$ cat src/dda_line_rasterizer_core_assert.svh
`ifndef DDA_LINE_RASTERIZER_CORE_ASSERT_SVH
`define DDA_LINE_RASTERIZER_CORE_ASSERT_SVH

// Both macros expect signals named clk and rst_n in the using module.

// The consequent holds in the same cycle as the antecedent.
`define DDA_ASSERT_SAME(label, ante, cons) \
    label: assert property (@(posedge clk) disable iff (!rst_n) (ante) |-> (cons)) \
        else $error("dda rasterizer assertion failed");

// The consequent holds in the cycle after the antecedent.
`define DDA_ASSERT_NEXT(label, ante, cons) \
    label: assert property (@(posedge clk) disable iff (!rst_n) (ante) |=> (cons)) \
        else $error("dda rasterizer assertion failed");

`endif

$ cat src/dda_pkg.sv
package dda_pkg;

    localparam int COORD_BITS = 10;
    localparam int FRAC_BITS  = 16;
    localparam int POS_W      = COORD_BITS + FRAC_BITS;
    localparam int QUO_W      = FRAC_BITS + 1;
    localparam int STEP_W     = QUO_W + 1;
    localparam int REM_W      = COORD_BITS + 1;
    localparam int CNT_W      = $clog2(FRAC_BITS + 1);

    // The queue depth must stay a power of two so that the pointers wrap.
    localparam int Q_DEPTH    = 2;
    localparam int QPTR_W     = $clog2(Q_DEPTH);
    localparam int QCNT_W     = $clog2(Q_DEPTH + 1);

    localparam logic [POS_W-1:0] HALF_PIXEL = POS_W'(1) << (FRAC_BITS - 1);

    typedef enum logic {
        KIND_START = 1'b0,
        KIND_NEXT  = 1'b1
    } kind_t;

    typedef struct packed {
        kind_t                 kind;
        logic [COORD_BITS-1:0] x_start;
        logic [COORD_BITS-1:0] y_start;
        logic [COORD_BITS-1:0] abs_dx;
        logic [COORD_BITS-1:0] abs_dy;
        logic [COORD_BITS-1:0] steps;
        logic                  neg_x;
        logic                  neg_y;
    } cmd_t;

    function automatic logic [COORD_BITS-1:0] pixel_of(input logic [POS_W-1:0] pos);
        logic [POS_W-1:0] rounded;
        rounded = pos + HALF_PIXEL;
        return rounded[POS_W-1:FRAC_BITS];
    endfunction

endpackage

$ cat src/dda_cmd_if.sv
interface dda_cmd_if;
    logic                           valid;
    logic                           ready;
    logic                           kind;
    logic [dda_pkg::COORD_BITS-1:0] x_start;
    logic [dda_pkg::COORD_BITS-1:0] y_start;
    logic [dda_pkg::COORD_BITS-1:0] x_end;
    logic [dda_pkg::COORD_BITS-1:0] y_end;

    modport source (output valid, output kind, output x_start, output y_start,
                    output x_end, output y_end, input ready);
    modport sink (input valid, input kind, input x_start, input y_start,
                  input x_end, input y_end, output ready);
endinterface

$ cat src/dda_pix_if.sv
interface dda_pix_if;
    logic                           valid;
    logic                           ready;
    logic [dda_pkg::COORD_BITS-1:0] pixel_x;
    logic [dda_pkg::COORD_BITS-1:0] pixel_y;
    logic                           last;

    modport source (output valid, output pixel_x, output pixel_y, output last,
                    input ready);
    modport sink (input valid, input pixel_x, input pixel_y, input last,
                  output ready);
endinterface

$ cat src/dda_line_rasterizer_core.sv
// Channel  Role     Payload
// cmd      sink     kind, x_start, y_start, x_end, y_end
// pix      source   pixel_x, pixel_y, last
//
// A next-pixel item for an active line emits one pixel per cycle while pix is
// ready.
// A start item emits its start pixel, then, unless the line has no steps, holds
// the back end in ST_DIV while the restoring divider forms both increments.
// A two-entry queue lets cmd keep accepting items while the back end divides or
// pix stalls. Reset is asynchronous and leaves no line active.
module dda_line_rasterizer_core (
    input  logic        clk,
    input  logic        rst_n,
    dda_cmd_if.sink     cmd,
    dda_pix_if.source   pix
);

    logic            q_push;
    logic            q_full;
    logic            q_pop;
    logic            q_empty;
    dda_pkg::cmd_t   q_entry;
    dda_pkg::cmd_t   q_head;

    dda_front u_front (
        .cmd     (cmd),
        .q_full  (q_full),
        .q_push  (q_push),
        .q_entry (q_entry)
    );

    dda_queue u_queue (
        .clk   (clk),
        .rst_n (rst_n),
        .push  (q_push),
        .din   (q_entry),
        .full  (q_full),
        .pop   (q_pop),
        .dout  (q_head),
        .empty (q_empty)
    );

    dda_back u_back (
        .clk     (clk),
        .rst_n   (rst_n),
        .q_empty (q_empty),
        .q_head  (q_head),
        .q_pop   (q_pop),
        .pix     (pix)
    );

endmodule

$ cat src/dda_front.sv
module dda_front (
    dda_cmd_if.sink         cmd,
    input  logic            q_full,
    output logic            q_push,
    output dda_pkg::cmd_t   q_entry
);

    logic                           neg_x;
    logic                           neg_y;
    logic [dda_pkg::COORD_BITS-1:0] abs_dx;
    logic [dda_pkg::COORD_BITS-1:0] abs_dy;

    assign cmd.ready = !q_full;
    assign q_push    = cmd.valid && !q_full;

    always_comb
    begin
        neg_x  = cmd.x_end < cmd.x_start;
        neg_y  = cmd.y_end < cmd.y_start;
        abs_dx = neg_x ? (cmd.x_start - cmd.x_end) : (cmd.x_end - cmd.x_start);
        abs_dy = neg_y ? (cmd.y_start - cmd.y_end) : (cmd.y_end - cmd.y_start);

        q_entry.kind    = dda_pkg::kind_t'(cmd.kind);
        q_entry.x_start = cmd.x_start;
        q_entry.y_start = cmd.y_start;
        q_entry.abs_dx  = abs_dx;
        q_entry.abs_dy  = abs_dy;
        q_entry.steps   = (abs_dx > abs_dy) ? abs_dx : abs_dy;
        q_entry.neg_x   = neg_x;
        q_entry.neg_y   = neg_y;
    end

endmodule

$ cat src/dda_queue.sv
module dda_queue (
    input  logic            clk,
    input  logic            rst_n,
    input  logic            push,
    input  dda_pkg::cmd_t   din,
    output logic            full,
    input  logic            pop,
    output dda_pkg::cmd_t   dout,
    output logic            empty
);

    dda_pkg::cmd_t                entry_reg [dda_pkg::Q_DEPTH];
    logic [dda_pkg::QPTR_W-1:0]   wr_ptr_reg;
    logic [dda_pkg::QPTR_W-1:0]   wr_ptr_next;
    logic [dda_pkg::QPTR_W-1:0]   rd_ptr_reg;
    logic [dda_pkg::QPTR_W-1:0]   rd_ptr_next;
    logic [dda_pkg::QCNT_W-1:0]   count_reg;
    logic [dda_pkg::QCNT_W-1:0]   count_next;

    assign full  = count_reg == dda_pkg::QCNT_W'(dda_pkg::Q_DEPTH);
    assign empty = count_reg == '0;
    assign dout  = entry_reg[rd_ptr_reg];

    always_comb
    begin
        wr_ptr_next = push ? wr_ptr_reg + 1'b1 : wr_ptr_reg;
        rd_ptr_next = pop ? rd_ptr_reg + 1'b1 : rd_ptr_reg;
        count_next  = count_reg;
        if (push && !pop)
        begin
            count_next = count_reg + 1'b1;
        end
        else if (pop && !push)
        begin
            count_next = count_reg - 1'b1;
        end
    end

    always_ff @(posedge clk or negedge rst_n)
    begin
        if (!rst_n)
        begin
            wr_ptr_reg <= '0;
            rd_ptr_reg <= '0;
            count_reg  <= '0;
        end
        else
        begin
            wr_ptr_reg <= wr_ptr_next;
            rd_ptr_reg <= rd_ptr_next;
            count_reg  <= count_next;
        end
    end

    always_ff @(posedge clk)
    begin
        if (push)
        begin
            entry_reg[wr_ptr_reg] <= din;
        end
    end

endmodule

$ cat src/dda_back.sv
`include "dda_line_rasterizer_core_assert.svh"

module dda_back (
    input  logic            clk,
    input  logic            rst_n,
    input  logic            q_empty,
    input  dda_pkg::cmd_t   q_head,
    output logic            q_pop,
    dda_pix_if.source       pix
);

    typedef enum logic [1:0] {
        ST_READY = 2'b01,
        ST_DIV   = 2'b10
    } back_state_t;

    back_state_t                    state_reg;
    back_state_t                    state_next;
    logic [dda_pkg::POS_W-1:0]      pos_x_reg;
    logic [dda_pkg::POS_W-1:0]      pos_x_next;
    logic [dda_pkg::POS_W-1:0]      pos_y_reg;
    logic [dda_pkg::POS_W-1:0]      pos_y_next;
    logic [dda_pkg::STEP_W-1:0]     step_x_reg;
    logic [dda_pkg::STEP_W-1:0]     step_x_next;
    logic [dda_pkg::STEP_W-1:0]     step_y_reg;
    logic [dda_pkg::STEP_W-1:0]     step_y_next;
    logic [dda_pkg::COORD_BITS-1:0] steps_left_reg;
    logic [dda_pkg::COORD_BITS-1:0] steps_left_next;
    logic [dda_pkg::REM_W-1:0]      rem_x_reg;
    logic [dda_pkg::REM_W-1:0]      rem_x_next;
    logic [dda_pkg::REM_W-1:0]      rem_y_reg;
    logic [dda_pkg::REM_W-1:0]      rem_y_next;
    logic [dda_pkg::QUO_W-1:0]      quo_x_reg;
    logic [dda_pkg::QUO_W-1:0]      quo_x_next;
    logic [dda_pkg::QUO_W-1:0]      quo_y_reg;
    logic [dda_pkg::QUO_W-1:0]      quo_y_next;
    logic                           neg_x_reg;
    logic                           neg_x_next;
    logic                           neg_y_reg;
    logic                           neg_y_next;
    logic [dda_pkg::CNT_W-1:0]      cnt_reg;
    logic [dda_pkg::CNT_W-1:0]      cnt_next;
    logic                           out_valid_reg;
    logic                           out_valid_next;
    logic [dda_pkg::COORD_BITS-1:0] out_x_reg;
    logic [dda_pkg::COORD_BITS-1:0] out_x_next;
    logic [dda_pkg::COORD_BITS-1:0] out_y_reg;
    logic [dda_pkg::COORD_BITS-1:0] out_y_next;
    logic                           out_last_reg;
    logic                           out_last_next;

    logic                           slot_free;
    logic                           is_start;
    logic                           line_active;
    logic [dda_pkg::POS_W-1:0]      sum_x;
    logic [dda_pkg::POS_W-1:0]      sum_y;
    logic [dda_pkg::COORD_BITS-1:0] steps_dec;
    logic [dda_pkg::REM_W-1:0]      divisor;
    logic                           ge_x;
    logic                           ge_y;
    logic [dda_pkg::REM_W-1:0]      diff_x;
    logic [dda_pkg::REM_W-1:0]      diff_y;
    logic [dda_pkg::QUO_W-1:0]      quo_x_fin;
    logic [dda_pkg::QUO_W-1:0]      quo_y_fin;
    logic [dda_pkg::STEP_W-1:0]     mag_x;
    logic [dda_pkg::STEP_W-1:0]     mag_y;

    assign pix.valid   = out_valid_reg;
    assign pix.pixel_x = out_x_reg;
    assign pix.pixel_y = out_y_reg;
    assign pix.last    = out_last_reg;

    assign slot_free   = !out_valid_reg || pix.ready;
    assign is_start    = q_head.kind == dda_pkg::KIND_START;
    assign line_active = steps_left_reg != '0;
    assign q_pop       = (state_reg == ST_READY) && !q_empty && slot_free;

    // The increment magnitude is at most one pixel, so it is sign-extended into
    // the position width and the sum wraps back into range.
    assign sum_x = pos_x_reg
                 + {{(dda_pkg::POS_W - dda_pkg::STEP_W){step_x_reg[dda_pkg::STEP_W-1]}},
                    step_x_reg};
    assign sum_y = pos_y_reg
                 + {{(dda_pkg::POS_W - dda_pkg::STEP_W){step_y_reg[dda_pkg::STEP_W-1]}},
                    step_y_reg};
    assign steps_dec = steps_left_reg - 1'b1;

    // Restoring division, one quotient bit per cycle. The remainder stays below
    // the divisor, so doubling it never leaves the remainder width.
    assign divisor   = {1'b0, steps_left_reg};
    assign ge_x      = rem_x_reg >= divisor;
    assign ge_y      = rem_y_reg >= divisor;
    assign diff_x    = ge_x ? (rem_x_reg - divisor) : rem_x_reg;
    assign diff_y    = ge_y ? (rem_y_reg - divisor) : rem_y_reg;
    assign quo_x_fin = {quo_x_reg[dda_pkg::QUO_W-2:0], ge_x};
    assign quo_y_fin = {quo_y_reg[dda_pkg::QUO_W-2:0], ge_y};
    assign mag_x     = {1'b0, quo_x_fin};
    assign mag_y     = {1'b0, quo_y_fin};

    always_comb
    begin
        state_next      = state_reg;
        pos_x_next      = pos_x_reg;
        pos_y_next      = pos_y_reg;
        step_x_next     = step_x_reg;
        step_y_next     = step_y_reg;
        steps_left_next = steps_left_reg;
        rem_x_next      = rem_x_reg;
        rem_y_next      = rem_y_reg;
        quo_x_next      = quo_x_reg;
        quo_y_next      = quo_y_reg;
        neg_x_next      = neg_x_reg;
        neg_y_next      = neg_y_reg;
        cnt_next        = cnt_reg;
        out_valid_next  = out_valid_reg && !pix.ready;
        out_x_next      = out_x_reg;
        out_y_next      = out_y_reg;
        out_last_next   = out_last_reg;

        unique case (state_reg)
            ST_READY:
            begin
                if (q_pop)
                begin
                    if (is_start)
                    begin
                        pos_x_next     = {q_head.x_start, {dda_pkg::FRAC_BITS{1'b0}}};
                        pos_y_next     = {q_head.y_start, {dda_pkg::FRAC_BITS{1'b0}}};
                        out_valid_next = 1'b1;
                        out_x_next     = q_head.x_start;
                        out_y_next     = q_head.y_start;
                        step_x_next    = '0;
                        step_y_next    = '0;
                        steps_left_next = q_head.steps;
                        if (q_head.steps == '0)
                        begin
                            out_last_next = 1'b1;
                        end
                        else
                        begin
                            out_last_next = 1'b0;
                            rem_x_next    = {1'b0, q_head.abs_dx};
                            rem_y_next    = {1'b0, q_head.abs_dy};
                            neg_x_next    = q_head.neg_x;
                            neg_y_next    = q_head.neg_y;
                            cnt_next      = dda_pkg::CNT_W'(dda_pkg::FRAC_BITS);
                            state_next    = ST_DIV;
                        end
                    end
                    else if (line_active)
                    begin
                        pos_x_next      = sum_x;
                        pos_y_next      = sum_y;
                        steps_left_next = steps_dec;
                        out_valid_next  = 1'b1;
                        out_x_next      = dda_pkg::pixel_of(sum_x);
                        out_y_next      = dda_pkg::pixel_of(sum_y);
                        out_last_next   = steps_dec == '0;
                    end
                end
            end
            ST_DIV:
            begin
                rem_x_next = {diff_x[dda_pkg::COORD_BITS-1:0], 1'b0};
                rem_y_next = {diff_y[dda_pkg::COORD_BITS-1:0], 1'b0};
                quo_x_next = quo_x_fin;
                quo_y_next = quo_y_fin;
                if (cnt_reg == '0)
                begin
                    step_x_next = neg_x_reg ? (~mag_x + 1'b1) : mag_x;
                    step_y_next = neg_y_reg ? (~mag_y + 1'b1) : mag_y;
                    state_next  = ST_READY;
                end
                else
                begin
                    cnt_next = cnt_reg - 1'b1;
                end
            end
            default:
            begin
                state_next = ST_READY;
            end
        endcase
    end

    always_ff @(posedge clk or negedge rst_n)
    begin
        if (!rst_n)
        begin
            state_reg      <= ST_READY;
            steps_left_reg <= '0;
            cnt_reg        <= '0;
            out_valid_reg  <= 1'b0;
        end
        else
        begin
            state_reg      <= state_next;
            steps_left_reg <= steps_left_next;
            cnt_reg        <= cnt_next;
            out_valid_reg  <= out_valid_next;
        end
    end

    always_ff @(posedge clk)
    begin
        pos_x_reg    <= pos_x_next;
        pos_y_reg    <= pos_y_next;
        step_x_reg   <= step_x_next;
        step_y_reg   <= step_y_next;
        rem_x_reg    <= rem_x_next;
        rem_y_reg    <= rem_y_next;
        quo_x_reg    <= quo_x_next;
        quo_y_reg    <= quo_y_next;
        neg_x_reg    <= neg_x_next;
        neg_y_reg    <= neg_y_next;
        out_x_reg    <= out_x_next;
        out_y_reg    <= out_y_next;
        out_last_reg <= out_last_next;
    end

    `DDA_ASSERT_NEXT(a_div_ends, (state_reg == ST_DIV) && (cnt_reg == '0), state_reg == ST_READY)
    `DDA_ASSERT_SAME(a_div_has_line, state_reg == ST_DIV, steps_left_reg != '0)
    `DDA_ASSERT_NEXT(a_next_counts_down, q_pop && !is_start && line_active, steps_left_reg == $past(steps_dec))

endmodule
$ cat src/flat_wrapper.sv
// flat-port wrapper written by rule: the top's interface ports become plain ports
module dda_line_rasterizer_core_flat 
  (clk, rst_n, cmd_valid, cmd_kind, cmd_x_start, cmd_y_start, cmd_x_end, cmd_y_end, cmd_ready, pix_valid, pix_pixel_x, pix_pixel_y, pix_last, pix_ready);
  dda_cmd_if cmd_i ();
  dda_pix_if pix_i ();
  input  logic clk;
  input  logic rst_n;
  input wire logic [$bits(cmd_i.valid)-1:0] cmd_valid;
  input wire logic [$bits(cmd_i.kind)-1:0] cmd_kind;
  input wire logic [$bits(cmd_i.x_start)-1:0] cmd_x_start;
  input wire logic [$bits(cmd_i.y_start)-1:0] cmd_y_start;
  input wire logic [$bits(cmd_i.x_end)-1:0] cmd_x_end;
  input wire logic [$bits(cmd_i.y_end)-1:0] cmd_y_end;
  output wire logic [$bits(cmd_i.ready)-1:0] cmd_ready;
  output wire logic [$bits(pix_i.valid)-1:0] pix_valid;
  output wire logic [$bits(pix_i.pixel_x)-1:0] pix_pixel_x;
  output wire logic [$bits(pix_i.pixel_y)-1:0] pix_pixel_y;
  output wire logic [$bits(pix_i.last)-1:0] pix_last;
  input wire logic [$bits(pix_i.ready)-1:0] pix_ready;
  assign cmd_i.valid = cmd_valid;
  assign cmd_i.kind = cmd_kind;
  assign cmd_i.x_start = cmd_x_start;
  assign cmd_i.y_start = cmd_y_start;
  assign cmd_i.x_end = cmd_x_end;
  assign cmd_i.y_end = cmd_y_end;
  assign cmd_ready = cmd_i.ready;
  assign pix_valid = pix_i.valid;
  assign pix_pixel_x = pix_i.pixel_x;
  assign pix_pixel_y = pix_i.pixel_y;
  assign pix_last = pix_i.last;
  assign pix_i.ready = pix_ready;
  dda_line_rasterizer_core u_core (.clk(clk), .rst_n(rst_n), .cmd(cmd_i), .pix(pix_i));
endmodule
$ cat config.mk
export PLATFORM = sky130hd
export DESIGN_NAME = dda_line_rasterizer_core_flat
export DESIGN_NICKNAME = d
export VERILOG_FILES = /design/src/dda_pkg.sv /design/src/dda_cmd_if.sv /design/src/dda_pix_if.sv /design/src/dda_line_rasterizer_core.sv /design/src/dda_front.sv /design/src/dda_queue.sv /design/src/dda_back.sv /design/src/flat_wrapper.sv
export VERILOG_INCLUDE_DIRS = /design/src /design/src/src
export SDC_FILE = /design/constraint.sdc
export NUM_CORES = 1
export LEC_CHECK = 0
export CAP_MARGIN = 20
export CORE_MARGIN = 2
export CORE_UTILIZATION = 65
export CTS_CLUSTER_DIAMETER = 80
export CTS_CLUSTER_SIZE = 25
export DETAILED_ROUTE_END_ITERATION = 12
export DONT_BUFFER_PORTS = 1
export PLACE_DENSITY_LB_ADDON = 0.3
export SKIP_CTS_REPAIR_TIMING = 1
export SLEW_MARGIN = 10
export SYNTH_ARGS = -nofsm -noshare
export SYNTH_HDL_FRONTEND = slang
export SYNTH_SLANG_ARGS = --single-unit
$ cat constraint.sdc
create_clock -name clk -period 5.9 [get_ports clk]
set_input_delay 1.18 -clock clk [delete_from_list [all_inputs] [get_ports clk]]
set_output_delay 1.18 -clock clk [all_outputs]
set_load 0.02 [all_outputs]
==> impl_metrics.toml <==
[status]
status = "completed"

[clock_network]
insertion_delay_ns = 0.52
cts_root_buf = "clkbuf_16"
clk_pin_slew_ns = 0.11
cts_tree = "built"
numCtsBuffers = 16
clock_sinks = 293
clockBufferDepth = 3
htreeDepth = 1

[sta]
worstMarginPinSlew_ns = 0.841
fin_crit_sh_pct = 90.4
skew_ns = 0.0252
setup_viol = 0
slew_violations = 0
fmax_ghz = 0.188
period_needed_ns = 5.33
rsz0062_at_grt = "no"
tns_ns = 0
whs_ns = 0.344
relSlewSlack_pct = 43.9
hold_violations = 0

[pwr]
peakVddDrop_mv = 0.293
powerDensity_mw_per_mm2 = 605
p_leak_uw = 0.00724

[setup_path]
endpoint = "u_core.u_queue.entry_reg[1][11]$_DFFE_PP_"
cp-startpoint = "cmd_x_end[0]"
rrSetupSlack_ns = 1.72
worstReg2RegStart = "u_core.u_back.steps_left_reg[1]$_DFFE_PN0P_"
cp_common_cell = "a21o_1"
rr_worst_depth = 16
crit_cells = 21
crit_slowest_cell = "mux2_2"
timing.critical_path.buf_inv = 3
cp_max_fo = 9
cp_data_required_time_ns = 6.23
worstSetupPathType = "input port to flop"
path_cells = "inv_1 > ha_1 > inv_1 > fa_1 > a21o_1 > a21oi_1 > o211ai_1 > a31oi_2 > mux2_2 > a211oi_1 > o21a_1 > o21ai_1 > xnor2_1 > ha_1 > a21o_1 > a21o_1 > a221oi_1 > o21ai_0 > nand2_1 > buf_4 > mux2i_1"
start_kind = "input port"
critPathArrivalTime_ns = 5.66
cp_slowest_stage_delay_ns = 0.40
endpoint_kind = "flop"
r2r-end = "u_core.u_back.step_x_reg[10]$_SDFFCE_PN0P_"
critical-path-top-delay-family = "compound AO/OA/AOI/OAI gates"

[grt]
grt_pass1_wl_mm = 59.9
antenna_found_initial = 0
grt_overflow = 0
grt_pass1_vias = 12000
grt_max_degree = 73
grtUsageTotal_pct = 26.2

[drt]
drt-wirelength-per-cell_microns = 19.2
ant_nets = 0
vias = 12400
first_pass_iters = 5
initialDrtViolationCount = 868
routed_wirelength_mm = 37.5
vias_per_cell = 6.36
drcViolationCount = 0

[synthesis]
syn-cell-area_sq_mm = 0.0176
syn_nets = 1787
yosysWarnings = 0
yosys.area.top_type = "edfxtp_1"
avgSynthCellArea_sq_um = 10.9
synth_edf_count = 271
yosys.area.top_type_share_pct = 46.3
postSynthCellCount = 1607
synth-seq-cells = 293
synth.distinct_cells = 91
yosysSeqAreaShare_pct = 49.4
synthArstFlopShare_pct = 7.51
yosys-top-cells-area = "edfxtp_1, ha_1, mux2i_1"
dominantRegCellSynth = "edfxtp_1"

[die]
core-area_sq_mm = 0.0267
ios = 68
die_x_microns = 169
dieArea_sq_mm = 0.0284
die_y_microns = 169
initial_core_util_pct = 65.8
rows = 60

[finish]
layout_commonest_cell = "edfxtp_1"
n_antenna_cell = 0
drive_gt1_share_pct = 7.59
syn_to_final_growth_pct = 5.15
largest_reg_flops = 106
mostFrequentLayoutCells = "edfxtp_1, nor2_1, ha_1"
nets = 1780

[placement]
dp_hpwl_mm = 26.9
io_buffer_count = 0
gp_congestion = 0.950

[min_path]
hp-class = "input port to async pin"

[job]
max_cap_violations = 0
cell type report:
| class | instances | area [sq um] |
|---|---|---|
| clock buffer | 21 | 450 |
| clock inverter | 4 | 37.5 |
| fill | 1931 | 8230 |
| inverter | 111 | 418 |
| multi-input combinational | 1155 | 8300 |
| sequential | 293 | 8690 |
| tap | 341 | 427 |
| timing repair buffer | 23 | 173 |
cell families (layout without fill, tap and decap cells):
kind of cell    after synthesis  in the layout  synth area share, %
xor+xnor                    101            101                 5.03
simple gates                452            452                 12.5
compound gates              382            382                 14.4
flops                       293            293                 49.4
mux                          85             85                 5.00
fa+ha+maj                   135            135                 9.94
buf+inv                     159            159                 3.67
routing by layer:
layer  global-route usage (%)  up-vias  wire (microns)
met4                     9.07        0            1080
li1                         -     5922               -
met5                        0        -               0
met3                     3.20       72            2200
met1                     35.1     6006           16000
met2                     44.7      397           18200
worst register-to-register path, delay by kind of cell (launching register included):
family	cells	cell delay (ns)
AO/OA/AOI/OAI	7	1.60
XOR/XNOR	1	0.18
AND/OR/NAND/NOR	4	0.55
adder cells (fa/ha/maj)	2	0.65
buffers and inverters	2	0.48
flip-flops	1	0.48
synthesized netlist by cell type, drive strengths merged (4+ instances only):
master and number:
a21oi 117, dfrtp 21, a221oi 9, buf 15
or2 18, a211oi 31, nor2b 32, nand4 18
nor2 137, a31oi 20, a21boi 5, nand2b 18
ha 127, inv 111, a211o 5, o31ai 10
fa 8, a311oi 4, xor2 48, or3 10
o211ai 9, nand2 112, a311o 5, a21o 32
o21a 9, nand3 21, and3 16, nor3 33
mux2i 62, a41oi 6, edfxtp 271, o41ai 10
xnor2 53, clkbuf 32, mux2 23, and2 11
o21ai 85, nor4 11
power by group:
group	internal [uW]	switching, uW
registers	3380	440
clock network	554	670
logic	2340	3800
total	6270	4910
worst min path at each step:
stage / depth (start not counted) / slack (ns) / to / from
after floorplan: 0 / 0.46 / u_core.u_back.quo_x_reg[11]$_DFFE_PP_ / u_core.u_back.quo_x_reg[10]$_DFFE_PP_
after global placement: 0 / 0.48 / u_core.u_back.quo_x_reg[15]$_DFFE_PP_ / u_core.u_back.quo_x_reg[14]$_DFFE_PP_
after detailed placement: 0 / 0.49 / u_core.u_back.quo_y_reg[11]$_DFFE_PP_ / u_core.u_back.quo_y_reg[10]$_DFFE_PP_
after CTS: 0 / 0.33 / u_core.u_back.steps_left_reg[6]$_DFFE_PN0P_ / rst_n
after global routing: 0 / 0.33 / u_core.u_back.steps_left_reg[2]$_DFFE_PN0P_ / rst_n
final: 0 / 0.34 / u_core.u_back.steps_left_reg[2]$_DFFE_PN0P_ / rst_n
per-stage QoR:
step                cells  total power [uW]  instance area [sq um]  utilization (%)  worst slack (ns)
floorplan            1607              8470                  17600                -             0.399
global placement     1923              9630                  18000             67.4             0.192
detailed placement   1923              9890                  18000             67.4             0.124
CTS                  1948             11100                  18500             69.2             0.654
global route         1948             12000                  18500             69.2             0.175
finish               1948             11200                  18500             69.2             0.567
(Power assumes the default switching activity.)
